File: src/hdl/sorted_timer_queue_unit_assert.svh
// Assertion macros for the sorted timer queue.
// Each macro takes a label, an antecedent, a consequent and a message.
// Every use expects i_clk and i_rst_n in scope.
`ifndef SORTED_TIMER_QUEUE_UNIT_ASSERT_SVH
`define SORTED_TIMER_QUEUE_UNIT_ASSERT_SVH

`ifndef NO_ASSERTIONS

// Same-cycle implication
`define STQ_ASSERT_IMP(lbl, ante, cons, msg) \
    lbl: assert property (@(posedge i_clk) disable iff (!i_rst_n) \
        (ante) |-> (cons)) else $error(msg);

// Next-cycle implication
`define STQ_ASSERT_NXT(lbl, ante, cons, msg) \
    lbl: assert property (@(posedge i_clk) disable iff (!i_rst_n) \
        (ante) |=> (cons)) else $error(msg);

`else

`define STQ_ASSERT_IMP(lbl, ante, cons, msg)
`define STQ_ASSERT_NXT(lbl, ante, cons, msg)

`endif

`endif

File: src/hdl/stq_pkg.sv
// ----------------------------------------------------------------------------
// stq_pkg
// Widths, depth and the command and status groups of the timer queue.
// ----------------------------------------------------------------------------
package stq_pkg;

    localparam int QUEUE_DEPTH = 16;
    localparam int DELAY_W     = 16;
    localparam int TAG_W       = 32;
    localparam int TIME_W      = 32;

    // Result kinds
    localparam logic KIND_EXPIRED = 1'b0;
    localparam logic KIND_DROPPED = 1'b1;

    // Commands from controller to datapath
    typedef struct packed {
        logic insert;     // shift-insert the accepted alarm
        logic tick;       // advance the time counter
        logic capture;    // hold the accepted word
        logic load_resp;  // put the held word on the output
        logic pop;        // move the head to the output and shift left
    } t_stq_cmd;

    // Status from datapath to controller
    typedef struct packed {
        logic in_action;
        logic in_delay_zero;
        logic full;
        logic head_due;
        logic next_due;
        logic out_free;
    } t_stq_sts;

endpackage

File: src/hdl/stq_datapath.sv
// ----------------------------------------------------------------------------
// stq_datapath
// Sorted chain of alarm cells, time counter, held input word and output
// register.
// ----------------------------------------------------------------------------
`include "sorted_timer_queue_unit_assert.svh"

module stq_datapath
    import stq_pkg::*;
(
    input  logic               i_clk,
    input  logic               i_rst_n,
    input  logic               i_action,
    input  logic [DELAY_W-1:0] i_delay_ticks,
    input  logic [TAG_W-1:0]   i_message_tag,
    input  t_stq_cmd           i_cmd,
    output t_stq_sts           o_sts,
    output logic               o_out_valid,
    input  logic               i_out_ready,
    output logic               o_result_kind,
    output logic [DELAY_W-1:0] o_echo_delay,
    output logic [TAG_W-1:0]   o_echo_tag,
    output logic               o_last_of_run
);

    logic [TIME_W-1:0]      r_time;
    logic [QUEUE_DEPTH-1:0] r_valid, n_valid;
    logic [TIME_W-1:0]      r_dl  [QUEUE_DEPTH];
    logic [TIME_W-1:0]      n_dl  [QUEUE_DEPTH];
    logic [DELAY_W-1:0]     r_dly [QUEUE_DEPTH];
    logic [DELAY_W-1:0]     n_dly [QUEUE_DEPTH];
    logic [TAG_W-1:0]       r_tag [QUEUE_DEPTH];
    logic [TAG_W-1:0]       n_tag [QUEUE_DEPTH];

    logic [DELAY_W-1:0]     r_in_delay;
    logic [TAG_W-1:0]       r_in_tag;

    logic                   r_out_valid;
    logic                   r_out_kind;
    logic [DELAY_W-1:0]     r_out_delay;
    logic [TAG_W-1:0]       r_out_tag;
    logic                   r_out_last;

    logic [QUEUE_DEPTH-1:0] hit, hit_prev;
    logic [TIME_W-1:0]      new_dl;
    logic                   head_due, next_due, out_free;

    // A cell is a hit when empty or when its time left is at least the new delay.
    // The chain is sorted by time left, so hits form a suffix.
    always_comb begin
        for (int i = 0; i < QUEUE_DEPTH; i++) begin
            hit[i] = !r_valid[i] ||
                     ((r_dl[i] - r_time) >= {{(TIME_W-DELAY_W){1'b0}}, i_delay_ticks});
        end
    end

    assign hit_prev = {hit[QUEUE_DEPTH-2:0], 1'b0};
    assign new_dl   = r_time + {{(TIME_W-DELAY_W){1'b0}}, i_delay_ticks};

    assign head_due = r_valid[0] && (r_dl[0] == r_time);
    assign next_due = r_valid[1] && (r_dl[1] == r_time);
    assign out_free = !r_out_valid || i_out_ready;

    always_comb begin
        n_valid = r_valid;
        n_dl    = r_dl;
        n_dly   = r_dly;
        n_tag   = r_tag;
        if (i_cmd.insert) begin
            n_valid = r_valid | {r_valid[QUEUE_DEPTH-2:0], 1'b1};
            for (int i = 0; i < QUEUE_DEPTH; i++) begin
                if (hit_prev[i]) begin
                    // cell lies behind the insert point: take the one ahead
                    n_dl[i]  = r_dl[(i == 0) ? 0 : i-1];
                    n_dly[i] = r_dly[(i == 0) ? 0 : i-1];
                    n_tag[i] = r_tag[(i == 0) ? 0 : i-1];
                end else if (hit[i]) begin
                    n_dl[i]  = new_dl;
                    n_dly[i] = i_delay_ticks;
                    n_tag[i] = i_message_tag;
                end
            end
        end else if (i_cmd.pop) begin
            n_valid = {1'b0, r_valid[QUEUE_DEPTH-1:1]};
            for (int i = 0; i < QUEUE_DEPTH-1; i++) begin
                n_dl[i]  = r_dl[i+1];
                n_dly[i] = r_dly[i+1];
                n_tag[i] = r_tag[i+1];
            end
        end
    end

    always_ff @(posedge i_clk) begin
        if (!i_rst_n) begin
            r_time      <= '0;
            r_valid     <= '0;
            r_out_valid <= 1'b0;
        end else begin
            r_valid <= n_valid;
            if (i_cmd.tick) begin
                r_time <= r_time + 1'b1;
            end
            if (i_cmd.load_resp || i_cmd.pop) begin
                r_out_valid <= 1'b1;
            end else if (i_out_ready) begin
                r_out_valid <= 1'b0;
            end
        end
    end

    always_ff @(posedge i_clk) begin
        r_dl  <= n_dl;
        r_dly <= n_dly;
        r_tag <= n_tag;
        if (i_cmd.capture) begin
            r_in_delay <= i_delay_ticks;
            r_in_tag   <= i_message_tag;
        end
        if (i_cmd.load_resp) begin
            // zero delay expires at once; anything else here was dropped
            r_out_kind  <= (r_in_delay == '0) ? KIND_EXPIRED : KIND_DROPPED;
            r_out_delay <= r_in_delay;
            r_out_tag   <= r_in_tag;
            r_out_last  <= 1'b1;
        end else if (i_cmd.pop) begin
            r_out_kind  <= KIND_EXPIRED;
            r_out_delay <= r_dly[0];
            r_out_tag   <= r_tag[0];
            r_out_last  <= !next_due;
        end
    end

    always_comb begin
        o_sts               = '0;
        o_sts.in_action     = i_action;
        o_sts.in_delay_zero = (i_delay_ticks == '0);
        o_sts.full          = r_valid[QUEUE_DEPTH-1];
        o_sts.head_due      = head_due;
        o_sts.next_due      = next_due;
        o_sts.out_free      = out_free;
    end

    assign o_out_valid   = r_out_valid;
    assign o_result_kind = r_out_kind;
    assign o_echo_delay  = r_out_delay;
    assign o_echo_tag    = r_out_tag;
    assign o_last_of_run = r_out_last;

    `STQ_ASSERT_IMP(a_valid_prefix, 1'b1, ((r_valid >> 1) & ~r_valid) == '0, "valid cells not a prefix")
    `STQ_ASSERT_IMP(a_insert_room, i_cmd.insert, !r_valid[QUEUE_DEPTH-1] && !i_cmd.pop, "insert into full chain")
    `STQ_ASSERT_IMP(a_pop_due, i_cmd.pop, head_due && out_free, "pop of an entry not due or output busy")
    `STQ_ASSERT_NXT(a_tick_step, i_cmd.tick, r_time == $past(r_time) + 1'b1, "time counter did not advance")

endmodule

File: config.mk
export PLATFORM = sky130hd
export DESIGN_NAME = stq_datapath
export DESIGN_NICKNAME = d
export VERILOG_FILES = /design/src/hdl/stq_pkg.sv /design/src/hdl/stq_datapath.sv
export VERILOG_INCLUDE_DIRS = /design/src /design/src/hdl
export SDC_FILE = /design/constraint.sdc
export NUM_CORES = 2
export LEC_CHECK = 0
export BUFFER_PORTS_ARGS = -buffer_cell sky130_fd_sc_hd__buf_2
export CAP_MARGIN = 25
export CORE_MARGIN = 3
export CORE_UTILIZATION = 25
export CTS_CLUSTER_SIZE = 20
export DETAILED_ROUTE_END_ITERATION = 10
export GPL_TIMING_DRIVEN = 0
export SETUP_SLACK_MARGIN = 0.02
export SLEW_MARGIN = 20
export SYNTH_ARGS = -nofsm -noshare
export SYNTH_HDL_FRONTEND = slang
export SYNTH_SLANG_ARGS = --single-unit
File: constraint.sdc
create_clock -name i_clk -period 9.2 [get_ports i_clk]
set_input_delay 0.46 -clock i_clk [delete_from_list [all_inputs] [get_ports i_clk]]
set_output_delay 0.46 -clock i_clk [all_outputs]
set_load 0.03 [all_outputs]
==> impl_metrics.ini <==
[worst_setup_path]
max_stage_delay_ns = 0.90
cp_common_cell = buf_16
cp_slowest_cell = clkbuf_1
required_ns = 9.79
critPathLaunchType = flop
crit_path_end_kind = flop
cp.arrival_ns = 9.59
path_class = reg2reg
worstPathMaxFanout = 19

[place]
dpl.hpwl_mm = 386.8
port_buffers = 108
dp_cells = 16510
place_ws_ns = 0.6012
gp_congestion = 1.034

[pwr]
power.internal_mw = 14.56
seq_power_share = 0.403
p_leak_nw = 44.74
switching_share = 0.3613
p_total_mw = 22.80
vdd_ir_drop_max_uv = 158.2
power.share.clock = 0.297
p_per_area_nw_per_um2 = 188.8
p_sw_mw = 8.236
p_comb_frac = 0.301

[sta]
fin_ws_ns = 0.1959
max_slew_margin = 0.1271
worst_pin_slew_ns = 1.300
slew_violations = 0
whs_ns = 0.05590
max_freq_mhz = 111.1
setup_viol = 0
rsz0062_at_grt = false
finClkSkew_ns = 0.08428
hold_viol = 0
fin_tns_setup_ns = 0
fin_crit_ns = 9.004
finalCritPeriodShare = 0.9787

[cts]
cts_tree = done
cts.clk_slew.worst_paths_ns = 0.07
clock_latency_ns = 0.88
cts_buffers = 162
cts_setup_buffers = 0
ctsHtreeMaxLevel = 4
clockRootBuffer = clkbuf_16
clkSinkCount = 1427
ctsLongestPathBuffers = 3

[global_routing]
grt-ovfl-total = 0
grt_antenna_before_repair = 60
grt_pass1_wl_mm = 691.7
track_usage = 0.2259
grt_max_degree = 49
grt_pass1_vias = 90680

[die]
die_height_um = 651.1
core_um2 = 413700
pin_count = 114
rows = 236
die_x_um = 651.1
dieArea_um2 = 423900
initial_core_util = 0.2515

[route]
dr_total_vias = 98640
drt_iter0_markers = 14640
wirelength_mm = 502.0
drc = 0
avgRoutedWirePerCell_um = 29.73
routed_via_density = 5.842
first_pass_iters = 7
antenna_left = 0

[synth]
ys_ff_latch = 1427
synth-edff-count = 1377
synth_area_per_cell_um2 = 9.645
synth.top_cell.area_share = 0.3975
ys.flop_type = edfxtp_1
synth-seq-area-share = 0.4071
synth_area_leaders = edfxtp_1, ha_1, a21oi_1
async_flop_share = 0
syn-num-nets = 11630
synth_top_area_cell = edfxtp_1
syn_area_um2 = 104000
post_synth_inst_count = 10790
synth_cell_type_count = 98
yosysWarnings = 0

[cells_and_area]
final_common_cell = edfxtp_1
area_growth_pct = 16.07
regArea_um2 = 42360
final_cell_mix = edfxtp_1, a21oi_1, nor2_1
drive_gt1_frac = 0.08065
nets = 12070
multi_input_area_um2 = 57140
final_cell_count_no_fill = 16880
final.fill_count = 43350

[run_status]
outcome = complete, no violations

[flow_run]
maxCapViolations = 0

[worst_hold_path]
hp-class = in2reg
[critical path, delay by kind of cell, from the launching register on]
family          cells  cell delay, ns
simple gates       11            2.30
flops               1            0.82
buf+inv             8            3.10
xor+xnor            1            0.15
fa+ha+maj           2            0.61
compound gates      7            1.63
[power groups by stage]
stage | registers, mW | clock network (mW) | logic (mW)
6_report | 9.18 | 6.76 | 6.86
5_1_grt | 9.15 | 7.00 | 7.48
4_1_cts | 9.06 | 6.74 | 6.67
3_5_place_dp | 9.19 | 0 | 6.61
3_3_place_gp | 9.24 | 0 | 6.39
2_1_floorplan | 8.63 | 0 | 4.65
[cells in the mapped netlist, types with 111 or more instances]
| library cell | number |
|---|---|
| a21o_1 | 272 |
| a21oi_1 | 1028 |
| a221o_1 | 265 |
| a31oi_1 | 127 |
| clkbuf_1 | 540 |
| edfxtp_1 | 1377 |
| ha_1 | 769 |
| inv_1 | 503 |
| mux2_2 | 119 |
| mux2i_1 | 510 |
| nand2_1 | 602 |
| nand3_1 | 386 |
| nor2_1 | 964 |
| nor2b_1 | 248 |
| nor3_1 | 201 |
| o21a_1 | 111 |
| o21ai_0 | 516 |
| o221ai_1 | 205 |
| xnor2_1 | 258 |
[timing repair]
item | 4_1_cts | 5_1_grt
endpoints found under the hold margin | 32 | 0
gates resized for setup | 0 | 0
hold buffers | 32 | 0
[flip-flops by register name, indices dropped and copies added (netlist names)]
| register | flops |
|---|---|
| o_echo_delay | 16 |
| o_result_kind | 1 |
| r_dl | 512 |
| r_dly | 256 |
| o_last_of_run | 1 |
| r_in_tag | 32 |
| r_tag | 512 |
| r_time | 32 |
| r_valid | 16 |
| o_echo_tag | 32 |
| r_in_delay | 16 |
| o_out_valid | 1 |
[final cells by class]
cell class                 instances  area share
antenna                           40   0.0008289
buffer                           704     0.02494
clock buffer                     192     0.03468
clock inverter                   111    0.009802
inverter                         505     0.01617
multi-input combinational       8150      0.4732
sequential                      1427      0.3507
tap                             5474     0.05672
timing repair buffer             281     0.03296
[path summary, 6_finish.rpt]
check / depth (start not counted) / start / to / slack (ns)
max: 29 / r_time[1] / r_dly[212] / 0.20
max reg2reg: 29 / r_time[1] / r_dly[212] / 0.20
min: 1 / i_delay_ticks[1] / r_in_delay[1] / 0.06
min reg2reg: 1 / r_valid[8] / r_valid[7] / 0.50
[metal layers]
layer	part of all wire	wire (um)	GRT usage	vias up
li1	-	-	-	42060
met1	0.40	199800	0.3004	48160
met3	0.13	67190	0.07291	1339
met2	0.40	202300	0.3202	7041
met5	0.00051	254	0	-
met4	0.065	32490	0.1260	42
[cells by family (layout without fill, tap and decap cells)]
group	count (synthesis)	count (layout)	synth area share
AO/OA/AOI/OAI	3317	3317	0.2155
XOR/XNOR	367	367	0.03090
adder cells (fa/ha/maj)	786	786	0.09576
buffers and inverters	1209	1793	0.04658
flip-flops	1427	1427	0.4071
multiplexers	629	629	0.06195
other	0	40	0
AND/OR/NAND/NOR	3051	3051	0.1422
[metrics by stage]
step           cell area, um2  utilization
2_1_floorplan          104100            -
5_1_grt                120700       0.2917
3_3_place_gp           111500       0.2695
3_5_place_dp           114900       0.2778
6_report               120800       0.2919
4_1_cts                120600       0.2916
(Power assumes the default switching activity.)
