===== src/hdl/sorted_timer_queue_unit_assert.svh =====
// Assertion macros for the sorted timer queue.
// Each macro takes a label, an antecedent, a consequent and a message.
// Every use expects i_clk and i_rst_n in scope.
`ifndef SORTED_TIMER_QUEUE_UNIT_ASSERT_SVH
`define SORTED_TIMER_QUEUE_UNIT_ASSERT_SVH

`ifndef NO_ASSERTIONS

// Same-cycle implication
`define STQ_ASSERT_IMP(lbl, ante, cons, msg) \
    lbl: assert property (@(posedge i_clk) disable iff (!i_rst_n) \
        (ante) |-> (cons)) else $error(msg);

// Next-cycle implication
`define STQ_ASSERT_NXT(lbl, ante, cons, msg) \
    lbl: assert property (@(posedge i_clk) disable iff (!i_rst_n) \
        (ante) |=> (cons)) else $error(msg);

`else

`define STQ_ASSERT_IMP(lbl, ante, cons, msg)
`define STQ_ASSERT_NXT(lbl, ante, cons, msg)

`endif

`endif


===== src/hdl/stq_pkg.sv =====
// ----------------------------------------------------------------------------
// stq_pkg
// Widths, depth and the command and status groups of the timer queue.
// ----------------------------------------------------------------------------
package stq_pkg;

    localparam int QUEUE_DEPTH = 16;
    localparam int DELAY_W     = 16;
    localparam int TAG_W       = 32;
    localparam int TIME_W      = 32;

    // Result kinds
    localparam logic KIND_EXPIRED = 1'b0;
    localparam logic KIND_DROPPED = 1'b1;

    // Commands from controller to datapath
    typedef struct packed {
        logic insert;     // shift-insert the accepted alarm
        logic tick;       // advance the time counter
        logic capture;    // hold the accepted word
        logic load_resp;  // put the held word on the output
        logic pop;        // move the head to the output and shift left
    } t_stq_cmd;

    // Status from datapath to controller
    typedef struct packed {
        logic in_action;
        logic in_delay_zero;
        logic full;
        logic head_due;
        logic next_due;
        logic out_free;
    } t_stq_sts;

endpackage


===== src/hdl/stq_ctrl.sv =====
// ----------------------------------------------------------------------------
// stq_ctrl
// Sequencer of the timer queue: takes words, issues inserts, ticks, drop or
// zero-delay responses and the expiry run.
// ----------------------------------------------------------------------------
module stq_ctrl
    import stq_pkg::*;
(
    input  logic     i_clk,
    input  logic     i_rst_n,
    input  logic     i_in_valid,
    output logic     o_in_ready,
    input  t_stq_sts i_sts,
    output t_stq_cmd o_cmd
);

    typedef enum logic [1:0] {
        S_IDLE,
        S_RESP,
        S_POP
    } t_state;

    t_state r_state, n_state;
    logic   r_in_ready;
    logic   accept;

    assign accept     = i_in_valid && r_in_ready;
    assign o_in_ready = r_in_ready;

    always_comb begin
        n_state = r_state;
        o_cmd   = '0;
        case (r_state)
            S_IDLE: begin
                if (accept) begin
                    o_cmd.capture = 1'b1;
                    if (i_sts.in_action) begin
                        if (i_sts.in_delay_zero || i_sts.full) begin
                            n_state = S_RESP;
                        end else begin
                            o_cmd.insert = 1'b1;
                        end
                    end else begin
                        o_cmd.tick = 1'b1;
                        n_state    = S_POP;
                    end
                end
            end
            S_RESP: begin
                if (i_sts.out_free) begin
                    o_cmd.load_resp = 1'b1;
                    n_state         = S_IDLE;
                end
            end
            S_POP: begin
                // drain due entries from the head, one word a cycle while the output is free
                if (!i_sts.head_due) begin
                    n_state = S_IDLE;
                end else if (i_sts.out_free) begin
                    o_cmd.pop = 1'b1;
                    if (!i_sts.next_due) begin
                        n_state = S_IDLE;
                    end
                end
            end
            default: begin
                n_state = S_IDLE;
            end
        endcase
    end

    always_ff @(posedge i_clk) begin
        if (!i_rst_n) begin
            r_state    <= S_IDLE;
            r_in_ready <= 1'b1;
        end else begin
            r_state    <= n_state;
            r_in_ready <= (n_state == S_IDLE);
        end
    end

endmodule


===== config.mk =====
export PLATFORM = sky130hd
export DESIGN_NAME = stq_ctrl
export DESIGN_NICKNAME = d
export VERILOG_FILES = /design/src/hdl/sorted_timer_queue_unit_assert.svh /design/src/hdl/stq_pkg.sv /design/src/hdl/stq_ctrl.sv
export SDC_FILE = /design/constraint.sdc
export NUM_CORES = 1
export LEC_CHECK = 0
export BUFFER_PORTS_ARGS = -buffer_cell sky130_fd_sc_hd__buf_2
export CAP_MARGIN = 20
export CORE_AREA = 2 2 39 41
export CTS_CLUSTER_DIAMETER = 60
export DETAILED_ROUTE_END_ITERATION = 16
export DIE_AREA = 0 0 41 43
export GPL_ROUTABILITY_DRIVEN = 0
export PLACE_DENSITY = 0.41
export SLEW_MARGIN = 20
export SYNTH_ARGS = -nofsm -noshare
export SYNTH_HDL_FRONTEND = slang
export SYNTH_SLANG_ARGS = --single-unit

===== constraint.sdc =====
create_clock -name i_clk -period 1.24 [get_ports i_clk]
set_clock_uncertainty 0.1 [all_clocks]
set_input_delay 0.062 -clock i_clk [delete_from_list [all_inputs] [get_ports i_clk]]
set_output_delay 0.062 -clock i_clk [all_outputs]
set_load 0.01 [all_outputs]

==> results.json, run 1 <==
{
  "violations": "setup timing",
  "path_buf_inv": 2,
  "finalSetupViolCount": 3,
  "grt_usage_pct": 6.61,
  "firstDrtPassIters": 2,
  "die-area_um2": 1760,
  "synthDistinctLibCells": 16,
  "synth_area_per_cell_um2": 9.76,
  "cpPeakStageDelay_ns": 0.33,
  "register_area_um2": 65.1,
  "peakVddDrop_mv": 0.197,
  "finalMaxSlewViolations": 0,
  "synth_seq_cells": 3,
  "leakage_nw": 0.184,
  "hold_viol_final": 0,
  "cts.sinks": 3,
  "area_delta_synth_final_pct": 95.5,
  "path_max_fanout": 3,
  "worstHoldEndpoint": "o_in_ready",
  "start_util_pct": 14.1,
  "critPathRequiredTime_ns": 1.08,
  "core_area_um2": 1380,
  "min_period_over_period_pct": 104,
  "vias": 232,
  "hold_path_class": "input port to flop",
  "viasPerCell": 3.93,
  "utilization_pct": 27.6,
  "setup_ws_ns": -0.0515,
  "endpoint_kind": "output pin",
  "htreeDepth": 1,
  "synth_area_um2": 195,
  "overflow": 0,
  "fillers": 157,
  "rsz0062_at_grt": "yes",
  "numCtsBuffers": 3,
  "root_buffer": "clkbuf_4",
  "critPathArrivalTime_ns": 1.13,
  "clockBufferDepth": 2,
  "wl_per_cell_um": 9.14,
  "multi_input_area_um2": 149,
  "dr.first_iter.drc_count": 1,
  "whs_path_depth": 3,
  "antenna_found_initial": 0,
  "layout-drive-gt1-share_pct": 74.4,
  "slew_headroom_pct": 77.9,
  "period_minus_slack_ns": 1.29,
  "fmax_mhz": 774,
  "path_class": "flop to output pin",
  "grt_pass1_vias": 198,
  "worst_skew_pair.late_latency_ns": 0.23,
  "r2r_start": "r_state[0]",
  "r2r_slack_ns": -0.03,
  "outcome": "complete, but fails checks",
  "slowest_stage": "dfxtp_4",
  "pin_count": 15,
  "crit_path_start_kind": "flop",
  "tightestPinTransition_ns": 0.329,
  "dp_hpwl_um": 366,
  "powerDensity_nw_per_um2": 1000,
  "syn_inst": 20,
  "num_rows": 14,
  "io_buffer_count": 14,
  "fp.dieH_um": 43,
  "cts_tree": "yes",
  "dieWidth_um": 41,
  "reg2regPathDepth": 5,
  "grt_pass1_wl_um": 717,
  "hp-start": "i_rst_n",
  "ys_seq_area_share_pct": 30.8,
  "r2r_end": "o_in_ready",
  "antennaDiodeCount": 0,
  "remaining_drc_errors": 0,
  "max_cap_viol_count": 0,
  "ant_nets": 0,
  "grt_max_degree": 7,
  "synth_nets": 29,
  "synth_warnings": 0,
  "fin_nets": 53,
  "crit_family": "simple AND/OR/NAND/NOR gates",
  "path_clk_slew_ns": 0.04,
  "totalPowerFinal_mw": 0.382,
  "path_cells": "nand4bb_4, inv_2, and3_4, buf_6",
  "routed_wl_um": 539
}
[placed cells by master (no fill, tap or decap)]
| master | synthesis | layout |
|---|---|---|
| a21boi_0 | 1 | 1 |
| a21oi_1 | 1 | 1 |
| and3_4 | 0 | 1 |
| and3b_2 | 1 | 1 |
| buf_2 | 0 | 13 |
| buf_4 | 0 | 4 |
| buf_6 | 0 | 2 |
| clkbuf_1 | 0 | 1 |
| clkbuf_4 | 0 | 3 |
| dfxtp_1 | 3 | 1 |
| dfxtp_2 | 0 | 1 |
| dfxtp_4 | 0 | 1 |
| inv_2 | 1 | 1 |
| nand2_4 | 0 | 1 |
| nand4bb_4 | 1 | 1 |
| nor2_1 | 1 | 1 |
| nor2_2 | 1 | 1 |
| nor2b_1 | 1 | 1 |
| nor3_1 | 1 | 1 |
| nor3b_1 | 2 | 1 |
| nor3b_2 | 1 | 2 |
| o21a_1 | 2 | 2 |
| o31ai_1 | 1 | 1 |
[area by class of cell]
type / count / share of cell area (%)
Clock buffer: 4 / 6.89
Inverter: 1 / 0.984
Multi-Input combinational cell: 16 / 39.0
Sequential cell: 3 / 17.0
Tap cell: 16 / 5.25
Timing Repair Buffer: 19 / 30.8
[registers in the layout (all words and copies together) (netlist names)]
register / cells
r_state: 2
o_in_ready: 1
[routing by layer]
metal / part of all wire, % / track usage, %
met2: 40 / 8.13
met3: 12 / 3.14
met4: 0 / 8.00
met5: 0 / 0
met1: 48 / 7.01
[where the power goes]
group / internal (mW) / switching (mW)
sequential: 0.103 / 0.00550
clock: 0.121 / 0.0530
combinational: 0.0572 / 0.0417
[worst max path at each step]
stage	cells after the start	endpoint	from
after floorplan	3	r_state[1]	r_state[0]
after global placement	3	o_in_ready	r_state[1]
after detailed placement	4	o_cmd[4]	r_state[0]
after CTS	4	o_cmd[4]	r_state[1]
after global routing	4	o_cmd[4]	r_state[0]
final	4	o_cmd[4]	r_state[0]
[cells by family after synthesis]
family	share of synthesized area, %
and+or+nand+nor	49.4
AOI/OAI and AO/OA	17.9
buffers and inverters	1.92
DFF	30.8
[metrics by stage]
step	instances	TNS, ns	hold WS (ns)	setup slack (ns)	cell area [um^2]
6_report	59	-0.110	0.0803	-0.0515	382
5_1_grt	59	-0.274	0.0884	-0.0962	382
4_1_cts	57	-0.0322	0.0720	-0.0322	337
3_5_place_dp	50	0	0.314	0.157	285
3_3_place_gp	50	0	0.315	0.138	285
2_1_floorplan	20	0	0.0587	0.212	195
[repair_timing]
| item | 4_1_cts | 5_1_grt |
|---|---|---|
| pin swaps | 2 | 2 |
| resized for setup | 2 | 7 |
| setup buffers | 3 | 2 |
| hold buffers | 0 | 0 |
| setup endpoints to repair | 2 | 3 |
[cell usage after synthesis]
cell	n	area, um^2
nor3_1	1	5.00
and3_1	1	6.26
a21oi_1	1	5.00
o31ai_1	1	7.51
nor3b_1	2	15.0
o21a_1	2	15.0
nand2_1	1	3.75
dfxtp_1	3	60.1
nand4bb_4	1	27.5
a21boi_0	1	7.51
and3b_2	1	10.0
nor2b_1	1	6.26
inv_2	1	3.75
nor3b_2	1	12.5
nor2_1	1	3.75
nor2_2	1	6.26
[tightest hold or removal path: stages]
cell and delay, ns:
buf_2 0.10, a21boi_0 0.15, o31ai_1 0.07
Note: power is estimated with default switching activity, not from simulation.
==> run 2: changes to the inputs <==
==> constraint.sdc (replaced) <==
create_clock -name i_clk -period 1.3 [get_ports i_clk]
set_clock_uncertainty 0.1 [all_clocks]
set_input_delay 0.065 -clock i_clk [delete_from_list [all_inputs] [get_ports i_clk]]
set_output_delay 0.065 -clock i_clk [all_outputs]
set_load 0.01 [all_outputs]
==> results.json, run 2 (same netlist as run 1, synthesis figures left out) <==
{
  "path_class": "flop to output pin",
  "layout_common_cells": "14 x buf_2, 3 x clkbuf_4, 3 x buf_4, 2 x nor3b_1, 2 x o21a_1",
  "slew_headroom_pct": 78.4,
  "dp_hpwl_um": 366,
  "grt_usage_pct": 6.21,
  "r2r_start": "r_state[0]",
  "fmax_mhz": 777,
  "num_rows": 14,
  "numCtsBuffers": 3,
  "grt_pass1_vias": 188,
  "routed_wl_um": 492,
  "hold_path_class": "input port to flop",
  "hold_viol_final": 0,
  "dp_slack_ns": 0.214,
  "setup_ws_ns": 0.0138,
  "hp-start": "i_rst_n",
  "cts.sinks": 3,
  "firstDrtPassIters": 2,
  "remaining_drc_errors": 0,
  "layout_commonest_cell": "buf_2",
  "viasPerCell": 3.84,
  "place_inst": 50,
  "clockBufferDepth": 2,
  "grt_max_degree": 7,
  "grt_pass1_wl_um": 676,
  "layout-drive-gt1-share_pct": 65.9,
  "antenna_found_initial": 0,
  "die-area_um2": 1760,
  "fp.dieH_um": 43,
  "path_cells": "nand4bb_4, inv_2, and3_1, buf_2",
  "dpl-instance-area_um2": 285,
  "path_max_fanout": 3,
  "finalSetupViolCount": 0,
  "area_delta_synth_final_pct": 73.7,
  "peakVddDrop_mv": 0.189,
  "slowest_stage": "dfxtp_4",
  "leakage_nw": 0.164,
  "htreeDepth": 1,
  "r2r_end": "o_in_ready",
  "final_cells": 57,
  "min_period_over_period_pct": 98.9,
  "totalPowerFinal_mw": 0.352,
  "whs_path_depth": 3,
  "worstHoldEndpoint": "o_in_ready",
  "overflow": 0,
  "worst_skew_pair.late_latency_ns": 0.23,
  "core_area_um2": 1380,
  "vias": 219,
  "period_minus_slack_ns": 1.29,
  "regMostFlops": "r_state",
  "ant_nets": 0,
  "powerDensity_nw_per_um2": 1040,
  "tightestPinTransition_ns": 0.320,
  "start_util_pct": 14.1,
  "finalMaxSlewViolations": 0,
  "io_buffer_count": 14,
  "cpPeakStageDelay_ns": 0.33,
  "antennaDiodeCount": 0,
  "path_buf_inv": 2,
  "endpoint_kind": "output pin",
  "r2r_slack_ns": 0.02,
  "outcome": "finished clean",
  "crit_path_start_kind": "flop",
  "stdcell_area_um2": 339,
  "path_clk_slew_ns": 0.04,
  "fillers": 158,
  "max_cap_viol_count": 0,
  "crit_family": "simple AND/OR/NAND/NOR gates",
  "cts_tree": "yes",
  "dr.first_iter.drc_count": 1,
  "largest_register_ffs": 2,
  "rsz0062_at_grt": "yes",
  "critPathArrivalTime_ns": 1.12,
  "whs_ns": 0.0806,
  "critPathRequiredTime_ns": 1.13,
  "wl_per_cell_um": 8.63,
  "root_buffer": "clkbuf_4",
  "fin_nets": 51,
  "pin_count": 15,
  "dieWidth_um": 41,
  "reg2regPathDepth": 5
}
-- run 2: cell count changes in the layout (fill, tap and decap cells not counted), sizes merged --
cell	change
buf	-2
-- run 2: layout make-up --
type | count | area, um^2 | share of cell area, %
Clock buffer | 4 | 26.3 | 7.75
Inverter | 1 | 3.75 | 1.11
Multi-Input combinational cell | 16 | 131 | 38.7
Sequential cell | 3 | 65.1 | 19.2
Tap cell | 16 | 20.0 | 5.90
Timing Repair Buffer | 17 | 92.6 | 27.3
-- run 2: per-layer routing --
layer / part of all wire (%) / global-route usage (%) / wire (um)
met5: 0 / 0 / 0
met4: 0 / 8.00 / 0
met3: 14 / 3.14 / 70
met2: 37 / 6.88 / 181
met1: 49 / 7.01 / 240
-- run 2: per-stage QoR --
stage,utilization [%],TNS [ns]
2_1_floorplan,-,0
3_3_place_gp,20.6,0
3_5_place_dp,20.6,0
4_1_cts,23.1,0
5_1_grt,24.5,-0.0644
6_report,24.5,0
-- run 2: where the power goes --
group          internal (mW)  switching (mW)
logic                 0.0465          0.0348
clock network          0.115          0.0508
registers             0.0987         0.00552
-- run 2: worst max path at each step --
stage	start	cells after the start	slack, ns	end
after floorplan	r_state[0]	3	0.27	o_cmd[4]
final	r_state[0]	4	0.01	o_cmd[4]
after CTS	r_state[1]	4	0.002	o_cmd[4]
after detailed placement	r_state[0]	4	0.21	o_cmd[4]
after global placement	r_state[1]	3	0.20	o_in_ready
after global routing	r_state[0]	4	-0.05	o_cmd[4]
-- run 2: worst reg2reg max path, cell delays in order (launching register included) --
cell and delay [ns]:
dfxtp_4 0.33, nand4bb_4 0.24, buf_4 0.15, buf_4 0.12, a21oi_1 0.13, o31ai_1 0.08
-- run 2: timing repair --
item	CTS	global route
resized for setup	1	2
endpoints found under the setup margin	1	2
buffers inserted	1	2
pin swaps	1	1
hold buffers	0	0
==> run 3: changes to the inputs <==
--- a/config.mk
+++ b/config.mk
@@ -12,7 +12,7 @@
 export DETAILED_ROUTE_END_ITERATION = 16
 export DIE_AREA = 0 0 41 43
 export GPL_ROUTABILITY_DRIVEN = 0
-export PLACE_DENSITY = 0.41
+export PLACE_DENSITY = 0.42
 export SLEW_MARGIN = 20
 export SYNTH_ARGS = -nofsm -noshare
 export SYNTH_HDL_FRONTEND = slang
==> constraint.sdc (replaced) <==
create_clock -name i_clk -period 1 [get_ports i_clk]
set_clock_uncertainty 0.1 [all_clocks]
set_input_delay 0.2 -clock i_clk [delete_from_list [all_inputs] [get_ports i_clk]]
set_output_delay 0.2 -clock i_clk [all_outputs]
set_load 0.01 [all_outputs]
==> results.json, run 3 (same netlist as run 1, synthesis figures left out) <==
{
  "overflow": 0,
  "crit_path_start_kind": "flop",
  "worst_skew_pair.late_latency_ns": 0.23,
  "setup_ws_ns": -0.415,
  "layout_commonest_cell": "buf_2",
  "antennaDiodeCount": 0,
  "dieWidth_um": 41,
  "grt_usage_pct": 7.92,
  "cts.sinks": 3,
  "fmax_mhz": 706,
  "register_area_um2": 66.3,
  "num_rows": 14,
  "grt_pass1_wl_um": 910,
  "max_cap_viol_count": 0,
  "leakage_nw": 0.215,
  "slowest_stage": "dfxtp_2",
  "tightestPinTransition_ns": 0.199,
  "clockBufferDepth": 2,
  "multi_input_area_um2": 179,
  "critPathRequiredTime_ns": 0.70,
  "remaining_drc_errors": 0,
  "outcome": "complete, but fails checks",
  "min_period_over_period_pct": 142,
  "pin_count": 15,
  "hold_viol_final": 0,
  "grt_max_degree": 6,
  "peakVddDrop_mv": 0.610,
  "whs_ns": 0.237,
  "core_area_um2": 1380,
  "hold_path_class": "input port to flop",
  "io_buffer_count": 14,
  "period_minus_slack_ns": 1.42,
  "fp.dieH_um": 43,
  "path_class": "flop to output pin",
  "viasPerCell": 3.98,
  "path_buf_inv": 2,
  "layout_common_cells": "10 x buf_2, 7 x buf_4, 6 x buf_6, 3 x nor3b_2, 3 x clkbuf_4",
  "fillers": 150,
  "start_util_pct": 14.1,
  "powerDensity_nw_per_um2": 1120,
  "area_delta_synth_final_pct": 138,
  "totalPowerFinal_mw": 0.521,
  "die-area_um2": 1760,
  "cts_tree": "yes",
  "fin_nets": 57,
  "dr.first_iter.drc_count": 3,
  "finalSetupViolCount": 8,
  "layout-drive-gt1-share_pct": 89.4,
  "routed_wl_um": 619,
  "htreeDepth": 1,
  "critPathArrivalTime_ns": 1.12,
  "numCtsBuffers": 3,
  "root_buffer": "clkbuf_4",
  "vias": 251,
  "firstDrtPassIters": 2,
  "dp_hpwl_um": 414,
  "path_clk_slew_ns": 0.04,
  "finalMaxSlewViolations": 0,
  "crit_family": "simple AND/OR/NAND/NOR gates",
  "path_max_fanout": 3,
  "antenna_found_initial": 0,
  "cpPeakStageDelay_ns": 0.31,
  "slew_headroom_pct": 86.7,
  "rsz0062_at_grt": "yes",
  "wl_per_cell_um": 9.83,
  "largest_register_ffs": 2,
  "regMostFlops": "r_state",
  "violations": "setup timing",
  "path_cells": "nand4bb_4, inv_2, and3_4, buf_6",
  "endpoint_kind": "output pin",
  "grt_pass1_vias": 251,
  "ant_nets": 0
}
## run 3: cell count changes in the layout (fill, tap and decap cells not counted), moves of 2 or more
cell | before | now
nor3b_1 | 2 | 0
buf_4 | 3 | 7
buf_2 | 14 | 10
nor3b_2 | 1 | 3
buf_6 | 0 | 6
## run 3: report_power, final
group	switching (mW)	internal [mW]
Clock	0.0638	0.150
Combinational	0.0669	0.103
Sequential	0.00758	0.130
Total	0.138	0.383
## run 3: worst reg2reg max path: cells and delay by family (launching register included)
kind	cells	cell delay, ns
and+or+nand+nor	2	0.39
AOI/OAI and AO/OA	1	0.13
buffers and inverters	2	0.28
DFF	1	0.31
## run 3: what timing repair did
action                     in CTS  in global routing
hold buffers                    0                  0
pin swaps                       3                  1
setup endpoints to repair       9                  9
gates resized for setup        10                  8
buffers inserted                2                  2
## run 3: per-stage QoR
stage / utilization, % / setup TNS (ns) / cell area, um^2 / std cells / setup WS, ns
3_3_place_gp: 24.7 / -0.735 / 342 / 56 / -0.166
6_report: 33.6 / -2.26 / 465 / 63 / -0.415
5_1_grt: 33.6 / -2.64 / 465 / 63 / -0.463
4_1_cts: 30.1 / -2.23 / 417 / 61 / -0.421
3_5_place_dp: 24.7 / -0.786 / 342 / 56 / -0.177
2_1_floorplan: - / -0.179 / 206 / 20 / -0.140
## run 3: final cells by class
class / instances / share of cell area, %
Clock buffer: 4 / 5.65
Inverter: 1 / 0.806
Multi-Input combinational cell: 16 / 38.4
Sequential cell: 3 / 14.2
Tap cell: 16 / 4.30
Timing Repair Buffer: 23 / 36.6
## run 3: final timing paths
check / endpoint / startpoint / cells past startpoint / slack [ns]
min: o_in_ready / i_sts[5] / 3 / 0.24
min reg2reg: r_state[1] / r_state[0] / 3 / 0.62
max reg2reg: r_state[0] / r_state[0] / 5 / -0.27
max: o_cmd[4] / r_state[0] / 4 / -0.42
## run 3: layer usage
metal / vias up / global-route usage, % / share of wire [%]
met4: 0 / 2.00 / 0
li1: 128 / - / -
met2: 17 / 11.3 / 46
met3: 0 / 6.28 / 13
met5: - / 0 / 0
met1: 106 / 8.95 / 41
